[config.mk]
export PLATFORM = sky130hd
export DESIGN_NAME = dwarf_expression_stack_evaluator
export DESIGN_NICKNAME = d
export VERILOG_FILES = /design/src/rtl/core/dwexpr_pkg.sv /design/src/rtl/core/dwarf_expression_stack_evaluator.sv /design/src/rtl/core/dwexpr_front.sv /design/src/rtl/core/dwexpr_queue.sv /design/src/rtl/core/dwexpr_back.sv
export SDC_FILE = /design/constraint.sdc
export NUM_CORES = 2
export LEC_CHECK = 0
export ABC_CLOCK_PERIOD_IN_PS = 6700
export BUFFER_PORTS_ARGS = -buffer_cell sky130_fd_sc_hd__buf_2
export CORE_UTILIZATION = 42
export CTS_CLUSTER_SIZE = 25
export DETAILED_ROUTE_END_ITERATION = 8
export PLACE_DENSITY = 0.67
export REMOVE_ABC_BUFFERS = 1
export SKIP_LAST_GASP = 1
export SLEW_MARGIN = 20
export SYNTH_ARGS = -nofsm -noshare
export SYNTH_HDL_FRONTEND = slang
export SYNTH_SLANG_ARGS = --single-unit
[constraint.sdc]
create_clock -name clock -period 6.7 [get_ports clock]
set_clock_uncertainty 0.1 [all_clocks]
set_input_delay 0.335 -clock clock [delete_from_list [all_inputs] [get_ports clock]]
set_output_delay 0.335 -clock clock [all_outputs]
set_load 0.1 [all_outputs]
[src/rtl/core/dwexpr_pkg.sv]
// dwexpr_pkg: opcodes, status codes and shared types of the expression evaluator
// used by dwexpr_front, dwexpr_queue, dwexpr_back and the top level
package dwexpr_pkg;

   localparam logic [7:0] OP_ADDR    = 8'h03;
   localparam logic [7:0] OP_CONST1U = 8'h08;
   localparam logic [7:0] OP_CONST1S = 8'h09;
   localparam logic [7:0] OP_CONST2U = 8'h0a;
   localparam logic [7:0] OP_CONST2S = 8'h0b;
   localparam logic [7:0] OP_CONST4U = 8'h0c;
   localparam logic [7:0] OP_CONST4S = 8'h0d;
   localparam logic [7:0] OP_CONST8U = 8'h0e;
   localparam logic [7:0] OP_CONST8S = 8'h0f;
   localparam logic [7:0] OP_CONSTU  = 8'h10;
   localparam logic [7:0] OP_CONSTS  = 8'h11;
   localparam logic [7:0] OP_DUP     = 8'h12;
   localparam logic [7:0] OP_MINUS   = 8'h1c;
   localparam logic [7:0] OP_PLUS    = 8'h22;
   localparam logic [7:0] OP_LIT0    = 8'h30;
   localparam logic [7:0] OP_LIT31   = 8'h4f;

   localparam logic [3:0] ADDR_SIZE_RESET = 4'd8;
   localparam int unsigned QUEUE_DEPTH = 4;

   typedef enum logic [2:0] {
      ST_OK    = 3'd0,
      ST_UNSUP = 3'd1,
      ST_UNDER = 3'd2,
      ST_OVER  = 3'd3,
      ST_TRUNC = 3'd4,
      ST_EMPTY = 3'd5
   } status_type;

   typedef enum logic [1:0] {
      PH_OPCODE = 2'd0,
      PH_FIXED  = 2'd1,
      PH_ULEB   = 2'd2,
      PH_SLEB   = 2'd3
   } phase_type;

   typedef enum logic [2:0] {
      CMD_NONE  = 3'd0,
      CMD_PUSH  = 3'd1,
      CMD_DUP   = 3'd2,
      CMD_ADD   = 3'd3,
      CMD_SUB   = 3'd4,
      CMD_UNSUP = 3'd5,
      CMD_TRUNC = 3'd6
   } cmd_kind_type;

   typedef struct packed {
      cmd_kind_type kind;
      logic [63:0]  value;
      logic         last;
   } cmd_type;

endpackage

[src/rtl/core/dwarf_expression_stack_evaluator.sv]
// dwarf_expression_stack_evaluator: top level of the location expression evaluator
// instantiates dwexpr_front, dwexpr_queue and dwexpr_back; depends on dwexpr_pkg
//
// Takes one expression byte per cycle on the req_ stream, with no gaps needed between
// bytes or expressions. The front decodes each byte in the cycle it is taken and posts
// one command into a four-entry queue; the back runs one command per cycle on the top
// two stack entries held in registers, spilling deeper entries to a STACK_DEPTH x 64
// memory whose read port is prefetched. The back registers a result on rsp_ for each
// byte marked tlast; a stalled result holds only the back, while the front keeps
// taking bytes until the queue fills. The stack needs no clearing after reset.
// csr_wr_data sets the address size (4 selects 4-byte addresses, any other value
// 8-byte) and must be written only while the block is idle; the block does not check.
module dwarf_expression_stack_evaluator #(
   parameter int unsigned STACK_DEPTH = 16
) (
   input  logic        clock,
   input  logic        reset,
   input  logic        csr_wr_en,
   input  logic [3:0]  csr_wr_data,  // addr_size
   input  logic        req_tvalid,
   output logic        req_tready,
   input  logic [7:0]  req_tdata,    // code_byte
   input  logic        req_tlast,
   output logic        rsp_tvalid,
   input  logic        rsp_tready,
   output logic [63:0] rsp_tdata,    // result_value
   output logic [2:0]  rsp_tuser     // status
);

   dwexpr_pkg::cmd_type front_cmd;
   dwexpr_pkg::cmd_type back_cmd;
   logic                front_valid;
   logic                front_ready;
   logic                back_valid;
   logic                back_ready;

   dwexpr_front u_front (
      .clock       (clock),
      .reset       (reset),
      .csr_wr_en   (csr_wr_en),
      .csr_wr_data (csr_wr_data),
      .req_tvalid  (req_tvalid),
      .req_tready  (req_tready),
      .req_tdata   (req_tdata),
      .req_tlast   (req_tlast),
      .cmd_valid   (front_valid),
      .cmd_ready   (front_ready),
      .cmd         (front_cmd)
   );

   dwexpr_queue u_queue (
      .clock     (clock),
      .reset     (reset),
      .in_valid  (front_valid),
      .in_ready  (front_ready),
      .in_cmd    (front_cmd),
      .out_valid (back_valid),
      .out_ready (back_ready),
      .out_cmd   (back_cmd)
   );

   dwexpr_back #(
      .STACK_DEPTH (STACK_DEPTH)
   ) u_back (
      .clock      (clock),
      .reset      (reset),
      .cmd_valid  (back_valid),
      .cmd_ready  (back_ready),
      .cmd        (back_cmd),
      .rsp_tvalid (rsp_tvalid),
      .rsp_tready (rsp_tready),
      .rsp_tdata  (rsp_tdata),
      .rsp_tuser  (rsp_tuser)
   );

   a_reset_idle: assert property (@(posedge clock) reset |=> !rsp_tvalid)
      else $error("result valid after reset");

   a_status_code: assert property (@(posedge clock) disable iff (reset)
      rsp_tvalid |-> rsp_tuser <= dwexpr_pkg::ST_EMPTY)
      else $error("status code out of range");

   a_error_zero: assert property (@(posedge clock) disable iff (reset)
      rsp_tvalid && rsp_tuser != dwexpr_pkg::ST_OK |-> rsp_tdata == 64'd0)
      else $error("nonzero value with error status");

   a_result_cause: assert property (@(posedge clock) disable iff (reset)
      $rose(rsp_tvalid) |-> $past(back_valid && back_ready && back_cmd.last))
      else $error("result without a last command");

endmodule

[src/rtl/core/dwexpr_front.sv]
// dwexpr_front: byte decoder and operand assembler, one byte per cycle while the queue has room
// turns expression bytes into stack commands; depends on dwexpr_pkg
module dwexpr_front (
   input  logic                clock,
   input  logic                reset,
   input  logic                csr_wr_en,
   input  logic [3:0]          csr_wr_data,
   input  logic                req_tvalid,
   output logic                req_tready,
   input  logic [7:0]          req_tdata,
   input  logic                req_tlast,
   output logic                cmd_valid,
   input  logic                cmd_ready,
   output dwexpr_pkg::cmd_type cmd
);

   logic [3:0]            addr_size_ff;
   dwexpr_pkg::phase_type phase_ff, phase_in;
   logic                  err_ff, err_in;
   logic [3:0]            left_ff, left_in;
   logic [3:0]            len_ff, len_in;
   logic                  sgn_ff, sgn_in;
   logic [2:0]            idx_ff, idx_in;
   logic [63:0]           accum_ff, accum_in;
   logic [6:0]            shift_ff, shift_in;
   logic [63:0]           fixed_val;
   logic [63:0]           leb_val;
   logic                  accept;

   assign accept     = req_tvalid && cmd_ready;
   assign req_tready = cmd_ready;
   assign cmd_valid  = req_tvalid;

   always_comb begin
      phase_in  = phase_ff;
      err_in    = err_ff;
      left_in   = left_ff;
      len_in    = len_ff;
      sgn_in    = sgn_ff;
      idx_in    = idx_ff;
      accum_in  = accum_ff;
      shift_in  = shift_ff;
      cmd.kind  = dwexpr_pkg::CMD_NONE;
      cmd.value = 64'd0;
      cmd.last  = req_tlast;
      fixed_val = 64'd0;
      leb_val   = 64'd0;
      if (!err_ff) begin
         case (phase_ff)
            dwexpr_pkg::PH_OPCODE: begin
               accum_in = 64'd0;
               shift_in = 7'd0;
               idx_in   = 3'd0;
               sgn_in   = 1'b0;
               case (req_tdata)
                  dwexpr_pkg::OP_ADDR: begin
                     phase_in = dwexpr_pkg::PH_FIXED;
                     len_in   = (addr_size_ff == 4'd4) ? 4'd4 : 4'd8;
                  end
                  dwexpr_pkg::OP_CONST1U, dwexpr_pkg::OP_CONST1S: begin
                     phase_in = dwexpr_pkg::PH_FIXED;
                     len_in   = 4'd1;
                     sgn_in   = (req_tdata == dwexpr_pkg::OP_CONST1S);
                  end
                  dwexpr_pkg::OP_CONST2U, dwexpr_pkg::OP_CONST2S: begin
                     phase_in = dwexpr_pkg::PH_FIXED;
                     len_in   = 4'd2;
                     sgn_in   = (req_tdata == dwexpr_pkg::OP_CONST2S);
                  end
                  dwexpr_pkg::OP_CONST4U, dwexpr_pkg::OP_CONST4S: begin
                     phase_in = dwexpr_pkg::PH_FIXED;
                     len_in   = 4'd4;
                     sgn_in   = (req_tdata == dwexpr_pkg::OP_CONST4S);
                  end
                  dwexpr_pkg::OP_CONST8U, dwexpr_pkg::OP_CONST8S: begin
                     phase_in = dwexpr_pkg::PH_FIXED;
                     len_in   = 4'd8;
                  end
                  dwexpr_pkg::OP_CONSTU: begin
                     phase_in = dwexpr_pkg::PH_ULEB;
                  end
                  dwexpr_pkg::OP_CONSTS: begin
                     phase_in = dwexpr_pkg::PH_SLEB;
                  end
                  dwexpr_pkg::OP_DUP: begin
                     cmd.kind = dwexpr_pkg::CMD_DUP;
                  end
                  dwexpr_pkg::OP_PLUS: begin
                     cmd.kind = dwexpr_pkg::CMD_ADD;
                  end
                  dwexpr_pkg::OP_MINUS: begin
                     cmd.kind = dwexpr_pkg::CMD_SUB;
                  end
                  default: begin
                     if (req_tdata inside {[dwexpr_pkg::OP_LIT0:dwexpr_pkg::OP_LIT31]}) begin
                        cmd.kind  = dwexpr_pkg::CMD_PUSH;
                        cmd.value = {56'd0, req_tdata - dwexpr_pkg::OP_LIT0};
                     end else begin
                        cmd.kind = dwexpr_pkg::CMD_UNSUP;
                        err_in   = 1'b1;
                     end
                  end
               endcase
               left_in = len_in;
            end
            dwexpr_pkg::PH_FIXED: begin
               accum_in = accum_ff | ({56'd0, req_tdata} << {idx_ff, 3'b000});
               idx_in   = idx_ff + 3'd1;
               left_in  = left_ff - 4'd1;
               fixed_val = accum_in;
               if (sgn_ff) begin
                  case (len_ff)
                     4'd1:    fixed_val = {{56{accum_in[7]}}, accum_in[7:0]};
                     4'd2:    fixed_val = {{48{accum_in[15]}}, accum_in[15:0]};
                     4'd4:    fixed_val = {{32{accum_in[31]}}, accum_in[31:0]};
                     default: fixed_val = accum_in;
                  endcase
               end
               if (left_in == 4'd0) begin
                  cmd.kind  = dwexpr_pkg::CMD_PUSH;
                  cmd.value = fixed_val;
                  phase_in  = dwexpr_pkg::PH_OPCODE;
               end
            end
            default: begin
               if (shift_ff < 7'd64) begin
                  accum_in = accum_ff | ({57'd0, req_tdata[6:0]} << shift_ff[5:0]);
                  shift_in = shift_ff + 7'd7;
               end
               leb_val = accum_in;
               if (phase_ff == dwexpr_pkg::PH_SLEB && shift_in < 7'd64 && req_tdata[6]) begin
                  leb_val = accum_in | ({64{1'b1}} << shift_in[5:0]);
               end
               if (!req_tdata[7]) begin
                  cmd.kind  = dwexpr_pkg::CMD_PUSH;
                  cmd.value = leb_val;
                  phase_in  = dwexpr_pkg::PH_OPCODE;
               end
            end
         endcase
      end
      if (req_tlast) begin
         if (!err_ff && phase_in != dwexpr_pkg::PH_OPCODE) begin
            cmd.kind = dwexpr_pkg::CMD_TRUNC;
         end
         phase_in = dwexpr_pkg::PH_OPCODE;
         err_in   = 1'b0;
      end
   end

   always_ff @(posedge clock) begin
      if (reset) begin
         addr_size_ff <= dwexpr_pkg::ADDR_SIZE_RESET;
         phase_ff     <= dwexpr_pkg::PH_OPCODE;
         err_ff       <= 1'b0;
      end else begin
         if (csr_wr_en) begin
            addr_size_ff <= csr_wr_data;
         end
         if (accept) begin
            phase_ff <= phase_in;
            err_ff   <= err_in;
         end
      end
   end

   always_ff @(posedge clock) begin
      if (accept) begin
         left_ff  <= left_in;
         len_ff   <= len_in;
         sgn_ff   <= sgn_in;
         idx_ff   <= idx_in;
         accum_ff <= accum_in;
         shift_ff <= shift_in;
      end
   end

endmodule

[src/rtl/core/dwexpr_queue.sv]
// dwexpr_queue: small command queue between decoder and stack unit
// depends on dwexpr_pkg
module dwexpr_queue (
   input  logic                clock,
   input  logic                reset,
   input  logic                in_valid,
   output logic                in_ready,
   input  dwexpr_pkg::cmd_type in_cmd,
   output logic                out_valid,
   input  logic                out_ready,
   output dwexpr_pkg::cmd_type out_cmd
);

   localparam int unsigned PW = $clog2(dwexpr_pkg::QUEUE_DEPTH);
   localparam int unsigned CW = $clog2(dwexpr_pkg::QUEUE_DEPTH + 1);

   dwexpr_pkg::cmd_type entry_ff [dwexpr_pkg::QUEUE_DEPTH];
   logic [PW-1:0] wr_ptr_ff, wr_ptr_in;
   logic [PW-1:0] rd_ptr_ff, rd_ptr_in;
   logic [CW-1:0] count_ff, count_in;
   logic          push;
   logic          pop;

   assign in_ready  = (count_ff != CW'(dwexpr_pkg::QUEUE_DEPTH));
   assign out_valid = (count_ff != CW'(0));
   assign out_cmd   = entry_ff[rd_ptr_ff];
   assign push      = in_valid && in_ready;
   assign pop       = out_valid && out_ready;

   always_comb begin
      wr_ptr_in = push ? wr_ptr_ff + PW'(1) : wr_ptr_ff;
      rd_ptr_in = pop ? rd_ptr_ff + PW'(1) : rd_ptr_ff;
      count_in  = count_ff + CW'(push) - CW'(pop);
   end

   always_ff @(posedge clock) begin
      if (reset) begin
         wr_ptr_ff <= '0;
         rd_ptr_ff <= '0;
         count_ff  <= '0;
      end else begin
         wr_ptr_ff <= wr_ptr_in;
         rd_ptr_ff <= rd_ptr_in;
         count_ff  <= count_in;
      end
   end

   always_ff @(posedge clock) begin
      if (push) begin
         entry_ff[wr_ptr_ff] <= in_cmd;
      end
   end

endmodule

[src/rtl/core/dwexpr_back.sv]
// dwexpr_back: stack unit with top two entries in registers and a spill memory
// executes one command per cycle unless a held result stalls it; depends on dwexpr_pkg
module dwexpr_back #(
   parameter int unsigned STACK_DEPTH = 16
) (
   input  logic                clock,
   input  logic                reset,
   input  logic                cmd_valid,
   output logic                cmd_ready,
   input  dwexpr_pkg::cmd_type cmd,
   output logic                rsp_tvalid,
   input  logic                rsp_tready,
   output logic [63:0]         rsp_tdata,
   output logic [2:0]          rsp_tuser
);

   localparam int unsigned DW = $clog2(STACK_DEPTH + 1);
   localparam int unsigned AW = $clog2(STACK_DEPTH);

   logic [63:0]            stack_mem [STACK_DEPTH];
   logic [DW-1:0]          depth_ff, depth_in;
   dwexpr_pkg::status_type err_ff, err_in;
   logic [63:0]            tos_ff, tos_in;
   logic [63:0]            nos_ff, nos_in;
   logic [63:0]            below_ff;
   logic                   rsp_valid_ff, rsp_valid_in;
   dwexpr_pkg::status_type rsp_status_ff, rsp_status_in;
   logic [63:0]            rsp_value_ff, rsp_value_in;
   logic                   pop;
   logic                   wr_en;
   logic [AW-1:0]          wr_addr;
   logic [AW-1:0]          rd_addr;
   logic [63:0]            push_val;

   assign cmd_ready  = !rsp_valid_ff || rsp_tready;
   assign pop        = cmd_valid && cmd_ready;
   assign rsp_tvalid = rsp_valid_ff;
   assign rsp_tdata  = rsp_value_ff;
   assign rsp_tuser  = rsp_status_ff;

   always_comb begin
      depth_in      = depth_ff;
      err_in        = err_ff;
      tos_in        = tos_ff;
      nos_in        = nos_ff;
      rsp_valid_in  = rsp_valid_ff && !rsp_tready;
      rsp_status_in = rsp_status_ff;
      rsp_value_in  = rsp_value_ff;
      wr_en         = 1'b0;
      wr_addr       = AW'(depth_ff - DW'(2));
      push_val      = (cmd.kind == dwexpr_pkg::CMD_DUP) ? tos_ff : cmd.value;
      if (pop) begin
         if (err_ff == dwexpr_pkg::ST_OK) begin
            case (cmd.kind)
               dwexpr_pkg::CMD_PUSH, dwexpr_pkg::CMD_DUP: begin
                  if (cmd.kind == dwexpr_pkg::CMD_DUP && depth_ff == DW'(0)) begin
                     err_in = dwexpr_pkg::ST_UNDER;
                  end else if (depth_ff == DW'(STACK_DEPTH)) begin
                     err_in = dwexpr_pkg::ST_OVER;
                  end else begin
                     wr_en    = (depth_ff >= DW'(2));
                     tos_in   = push_val;
                     nos_in   = tos_ff;
                     depth_in = depth_ff + DW'(1);
                  end
               end
               dwexpr_pkg::CMD_ADD, dwexpr_pkg::CMD_SUB: begin
                  if (depth_ff < DW'(2)) begin
                     err_in = dwexpr_pkg::ST_UNDER;
                  end else begin
                     tos_in   = (cmd.kind == dwexpr_pkg::CMD_ADD) ? nos_ff + tos_ff
                                                                  : nos_ff - tos_ff;
                     nos_in   = below_ff;
                     depth_in = depth_ff - DW'(1);
                  end
               end
               dwexpr_pkg::CMD_UNSUP: err_in = dwexpr_pkg::ST_UNSUP;
               dwexpr_pkg::CMD_TRUNC: err_in = dwexpr_pkg::ST_TRUNC;
               default: ;
            endcase
         end
         if (cmd.last) begin
            rsp_valid_in = 1'b1;
            if (err_in != dwexpr_pkg::ST_OK) begin
               rsp_status_in = err_in;
            end else if (depth_in == DW'(0)) begin
               rsp_status_in = dwexpr_pkg::ST_EMPTY;
            end else begin
               rsp_status_in = dwexpr_pkg::ST_OK;
            end
            rsp_value_in = (rsp_status_in == dwexpr_pkg::ST_OK) ? tos_in : 64'd0;
            depth_in     = DW'(0);
            err_in       = dwexpr_pkg::ST_OK;
         end
      end
      rd_addr = AW'(depth_in - DW'(3));
   end

   always_ff @(posedge clock) begin
      if (reset) begin
         depth_ff     <= '0;
         err_ff       <= dwexpr_pkg::ST_OK;
         rsp_valid_ff <= 1'b0;
      end else begin
         depth_ff     <= depth_in;
         err_ff       <= err_in;
         rsp_valid_ff <= rsp_valid_in;
      end
   end

   always_ff @(posedge clock) begin
      tos_ff        <= tos_in;
      nos_ff        <= nos_in;
      rsp_status_ff <= rsp_status_in;
      rsp_value_ff  <= rsp_value_in;
   end

   // spill memory, read port bypasses a same-cycle write
   always_ff @(posedge clock) begin
      if (wr_en) begin
         stack_mem[wr_addr] <= nos_ff;
      end
      if (wr_en && wr_addr == rd_addr) begin
         below_ff <= nos_ff;
      end else begin
         below_ff <= stack_mem[rd_addr];
      end
   end

endmodule

# == Yosys cells after proc, flatten, opt, wreduce, memory -nomap -nowiden ==
# Memory sizes are Yosys's and may differ from the RTL's. A register that Yosys moved wholly into a read port is not among the register bits.
# Index checks and enable logic that the tools add are counted.
# classes
addsub,14
order_cmp,6
eq_ne,31
shift,3
mux,80
n_bitwise,5
n_reduce_logical,39
# ops
cell,n
two-way mux 64 bit,15
one-hot mux 64 bit (2 select lines),3
OR 64 bit,3
one-hot mux 64 bit (3 select lines),1
one-hot mux 67 bit (2 select lines),1
two-way mux 65 bit,2
two-way mux 67 bit,1
adder 64 bit,1
"== test 8 x 4 -> 1 bit, second input constant",8
"left shift 64 x 6 -> 64 bit, first input constant",1
left shift 7 x 6 -> 64 bit,1
left shift 8 x 6 -> 64 bit,1
subtractor 64 bit,1
two-way mux 3 bit,13
two-way mux 5 bit,7
"== test 8 x 5 -> 1 bit, second input constant",4
one-hot mux 3 bit (4 select lines),2
two-way mux 7 bit,3
one-hot mux 4 bit (5 select lines),1
two-way mux 1 bit,16
"less-than comparator 7 bit, second input constant",2
one-hot mux 7 bit (2 select lines),1
OR reduction 14 bit,1
OR reduction 2 bit,7
51 further kinds,82
# word_totals
ff_bits,301
ram_bits,1296
inputBits,18
output_inout_bits,69
wordCells,199
mem_count,2
# memory_table
name,words,word_bits,rd,rd_clocked_by_memory_dff,wr,line,rtl
u_back.stack_mem,16,64,1,1,1,dwexpr_back.sv:20,logic [63:0] stack_mem [STACK_DEPTH];
u_queue.entry_ff,4,68,1,1,1,dwexpr_queue.sv:17,dwexpr_pkg::cmd_type entry_ff [dwexpr_pkg::QUEUE_DEPTH];

# == Logic depth before layout (Yosys ltp) ==
# depth
word_depth,13
mapped_depth,21
mapped_depth_nobuf,20

# == Hierarchy ==
# A second synthesis with hierarchy kept.
# hier_totals
cells_unflattened,4436
hier_area_um2,71524.8
# modules_own_cells
mod,n_inst,cells_per_inst,area_each_um2,seq_area_each_um2
dwexpr_back,1,3069,53089.7,36865.4
dwexpr_queue,1,405,10301.1,8348.0
dwexpr_front,1,962,8134.1,2632.5

# == Worst setup path before layout ==
# Ideal clock, no wire load.
# synth_path
kind,reg2reg
start,register (tool-made name)
end,memory u_back.stack_mem[4][0] (enable)
setup_ps,486
t_arrival_ps,4832
t_required_ps,6114
slack_ps,1282
path_stages_with_launch,9
n_path_buf,2
synth_period_minus_slack_ps,5418
cell_sequence,dfxtp_1 buf_2 mux4_2 buf_2 nand3b_1 a21o_1 nor4_1 nand2_1 nor2_1
# synth_lines
element,line
end: declaration,dwexpr_back.sv:20

# == Worst setup path after layout ==
# layout_path
start,register u_back.tos_ff[5]
end,"register u_back.rsp_value_ff[56] (netlist: u_back.rsp_tdata[56]), data pin"
# layout_between
elab_chain_cells,5
word_cells_on_any_way,6
cone_classes,add/sub (2); mux (4)
# layout_lines
element,line,rtl
start: declaration,dwexpr_back.sv:23,"logic [63:0] tos_ff, tos_in;"
start signal: assignment,dwexpr_back.sv:112,tos_ff <= tos_in;
subtractor 64 bit or adder 64 bit (tied branches),"dwexpr_back.sv:72, dwexpr_back.sv:71",
two-way mux 64 bit (*),dwexpr_back.sv:71,tos_in = (cmd.kind == dwexpr_pkg::CMD_ADD) ? nos_ff + tos_ff
two-way mux 64 bit (*),dwexpr_back.sv:68,if (depth_ff < DW'(2)) begin
one-hot mux 64 bit (2 select lines) (*),dwexpr_back.sv:54,case (cmd.kind)
two-way mux 64 bit (*),dwexpr_back.sv:53,if (err_ff == dwexpr_pkg::ST_OK) begin
end signal: assignment,dwexpr_back.sv:115,rsp_value_ff <= rsp_value_in;
end: declaration,dwexpr_back.sv:28,"logic [63:0] rsp_value_ff, rsp_value_in;"
# Mark *: on every way between the ends. The rest lies on a longest branch, timed or not.
# A chain may end at the register's enable or synchronous reset.

==> impl_metrics.csv <==
group,metric,value,unit
route,vias_per_cell,6.11,
route,drc_errors,0,
yosys,avgSynthCellArea,15.7,µm²
clock_tree,cts_buffer_depth,3,
clock_tree,cts_tree,"yes",
route,routedWlPerCell,28.0,µm
timing,timing.final.crit_share,89.7,%
final_layout,ff_latch_area,47900,µm²
clock_tree,clkTransAtPathRegs,0.06,ns
power,peakVddDrop,0.000304,V
flow_run,max_cap_viol_count,0,
global_routing,grt_antenna_before_repair,3,
floorplanning,top_level_ports,87,
yosys,ys_ff_latch,1603,
worst_setup_path,worstReg2RegEnd,"u_back.rsp_tdata[56]$_SDFFCE_PP0P_",
worst_setup_path,worst_setup_path_end_kind,"flip-flop",
yosys,synthCells,4502,
yosys,synth-simple-area-share,6.79,%
timing,final_max_slew_viol_count,0,
worst_setup_path,cp.arrival,6.56,ns
yosys,syn_area,70900,µm²
floorplanning,coreArea,167000,µm²
final_layout,fin_cells,6932,
worst_setup_path,cp-endpoint,"u_back.rsp_tdata[56]$_SDFFCE_PP0P_",
timing,holdWs,0.114,ns
floorplanning,die_height,413,µm
final_layout,multi_input_area,22000,µm²
clock_tree,htree_levels,4,
route,num_vias,42400,
clock_tree,post_cts_resized,0,
final_layout,fin_area,79500,µm²
global_routing,grt_use_total,22.6,%
final_layout,final_common_cell,"edfxtp_1",
timing,timing_hold_violations_final,0,
place,gp_congestion,0.977,
timing,setup_ws,0.690,ns
yosys,synth-compound-area-share,7.80,%
yosys,ys_types,91,
floorplanning,initial_core_util,42.3,%
global_routing,grt_max_degree,101,
place,pre_cts_ws,0.761,ns
final_layout,n_antenna_cell,0,
timing,relSlewSlack,21.1,%
final_layout,area_growth_syn_to_layout,12.2,%
final_layout,drive_above_1_share,18.9,%
timing,finalSetupTns,0,ns
floorplanning,fp.dieW,413,µm
clock_tree,clk_latency,0.83,ns
clock_tree,cts.sinks,1603,
yosys,synthArstFlopShare,0,%
worst_setup_path,path_class,"flip-flop to flip-flop",
floorplanning,rows,150,
clock_tree,cts_buffers,164,
yosys,synth_warnings,0,
power,powerDensity,479,nW/µm²
final_layout,fill_cells,14100,
route,drtIter0Drc,5537,
yosys,synthAdderAreaFrac,1.89,%
yosys,synth_xor_area_share,1.45,%
power,p_leak,26.1,nW
worst_setup_path,r2r-start,"u_back.tos_ff[5]$_DFFE_PP_",
yosys,ys_seq_area_share,67.5,%
yosys,synthFlopType,"edfxtp_1",
route,drt-pass1-iter-count,6,
place,hpwl,123000,µm
place,place_area,74200,µm²
clock_tree,holdBufCountCts,15,
yosys,synth_edf_count,1574,
route,drtAntennaViolNets,0,
timing,setup_viol_count_final,0,
global_routing,grt_pass1_wl,283000,µm
yosys,yosys-mux-area-fraction,12.8,%
place,portBuffers,86,
worst_setup_path,cp.required,7.25,ns
timing,rsz0062_at_grt,"no",
place,dpl.cell_count,6619,
worst_setup_path,start_kind,"flip-flop",
floorplanning,die-area,170000,µm²
worst_hold_path,holdCritPathClass,"input port to flip-flop",
timing,max_slew.worst_pin.slew,1.18,ns
worst_setup_path,rr_worst_depth,18,
clock_tree,clock-root-buffer,"clkbuf_16",
worst_setup_path,critPathLaunch,"u_back.tos_ff[5]$_DFFE_PP_",
global_routing,gr-total-overflow,0,
route,routed_wirelength,194000,µm
worst_setup_path,r2r_slack,0.69,ns
final_layout,finalNetCount,4720,
timing,min_period,6.01,ns
worst_setup_path,path_max_fanout,8,
global_routing,grt_pass1_vias,41900,
timing,fmax,166,MHz
yosys,synth_top_family_by_area,"multiplexers",
clock_tree,cts_setup_buffers,0,
final_layout,layout_common_cells,"edfxtp_1 (1574), nand2_1 (457), mux4_2 (388)",
outcome,status,"complete, no violations",
[cells by family after synthesis]
family / count (synthesis)
multiplexers: 419
XOR/XNOR: 117
AND/OR/NAND/NOR: 1036
buffers and inverters: 324
adder cells (fa/ha/maj): 106
flip-flops: 1603
AO/OA/AOI/OAI: 897
[per-stage QoR]
step           total power, W  util, %
2_1_floorplan          0.0250        -
3_3_place_gp           0.0291     44.3
3_5_place_dp           0.0292     44.3
4_1_cts                0.0381     47.5
5_1_grt                0.0398     47.5
6_report               0.0381     47.5
[worst min path at each step]
stage,startpoint,to,cells after the start
3_3_place_gp,u_front.addr_size_ff[2]$_SDFFE_PP0P_,u_front.addr_size_ff[2]$_SDFFE_PP0P_,2
2_1_floorplan,reset,u_queue.count_ff[1]$_SDFF_PP0_,1
4_1_cts,req_tdata[2],u_front.sgn_ff$_DFFE_PP_,3
3_5_place_dp,u_front.addr_size_ff[2]$_SDFFE_PP0P_,u_front.addr_size_ff[2]$_SDFFE_PP0P_,2
6_report,req_tdata[2],u_front.sgn_ff$_DFFE_PP_,3
5_1_grt,req_tdata[2],u_front.sgn_ff$_DFFE_PP_,3
[worst max-delay path, stage by stage (launching register included)]
cell	delay [ns]
edfxtp_1	0.48
nor4_2	0.54
nand4b_2	0.35
nor3_2	0.39
nand3_1	0.15
or4_4	0.60
or2_4	0.28
o21ai_1	0.15
xnor2_1	0.12
ha_1	0.40
nand2_1	0.24
or3_1	0.48
nor2_1	0.14
nor2b_1	0.08
o21ai_0	0.38
or3_1	0.17
mux2i_1	0.05
or4_1	0.54
a21oi_1	0.18
[sequential cells by signal (all words and copies together), names as in the netlist, named ones only]
register	count
u_front.sgn_ff	1
u_front.shift_ff	7
u_back.rsp_tvalid	1
u_back.err_ff	3
u_front.accum_ff	64
u_back.depth_ff	5
u_queue.count_ff	3
u_front.left_ff	4
u_back.stack_mem	1024
u_back.rsp_tuser	3
u_front.err_ff	1
u_back.nos_ff	64
u_queue.rd_ptr_ff	2
u_queue.entry_ff	272
u_front.idx_ff	3
u_front.len_ff	4
u_queue.wr_ptr_ff	2
u_back.rsp_tdata	64
u_front.phase_ff	2
u_back.tos_ff	64
u_front.addr_size_ff	4
[per-layer routing]
metal	part of all wire [%]	GRT usage, %
met1	42	32.3
met2	47	35.3
met3	8.0	3.25
met4	3.5	8.53
met5	0	0
[where the power goes]
| group | internal, W | switching, W | leakage (nW) | total, W |
|---|---|---|---|---|
| logic | 0.00464 | 0.00924 | 8.78 | 0.0139 |
| clock network | 0.00503 | 0.00389 | 2.53 | 0.00892 |
| registers | 0.0134 | 0.00188 | 14.8 | 0.0153 |
| total | 0.0231 | 0.0150 | 26.1 | 0.0381 |
[area by class of cell]
| cell class | count | share of cell area, % |
|---|---|---|
| Sequential cell | 1603 | 60.2 |
| Timing Repair Buffer | 180 | 1.77 |
| Tap cell | 2204 | 3.47 |
| Clock buffer | 195 | 5.45 |
| Inverter | 72 | 0.346 |
| Multi-Input combinational cell | 2575 | 27.7 |
| Clock inverter | 103 | 1.11 |
[cell usage after synthesis (all sizes together) (34+ instances only)]
library cell  instances  area, µm²
ha                  104       1300
nor3                 73        375
nand2               459       1720
a31oi                34        213
clkbuf              182        684
mux4                388       8740
nand4                34        213
edfxtp             1574      47300
nand3                38        200
o22ai                54        338
buf                  70        313
o21ai               177        886
a22oi                34        255
nor2                222        836
inv                  70        263
xor2                 47        412
xnor2                70        613
a21oi               344       1730
nor2b                43        269
Power figures use the tool's default switching activity.
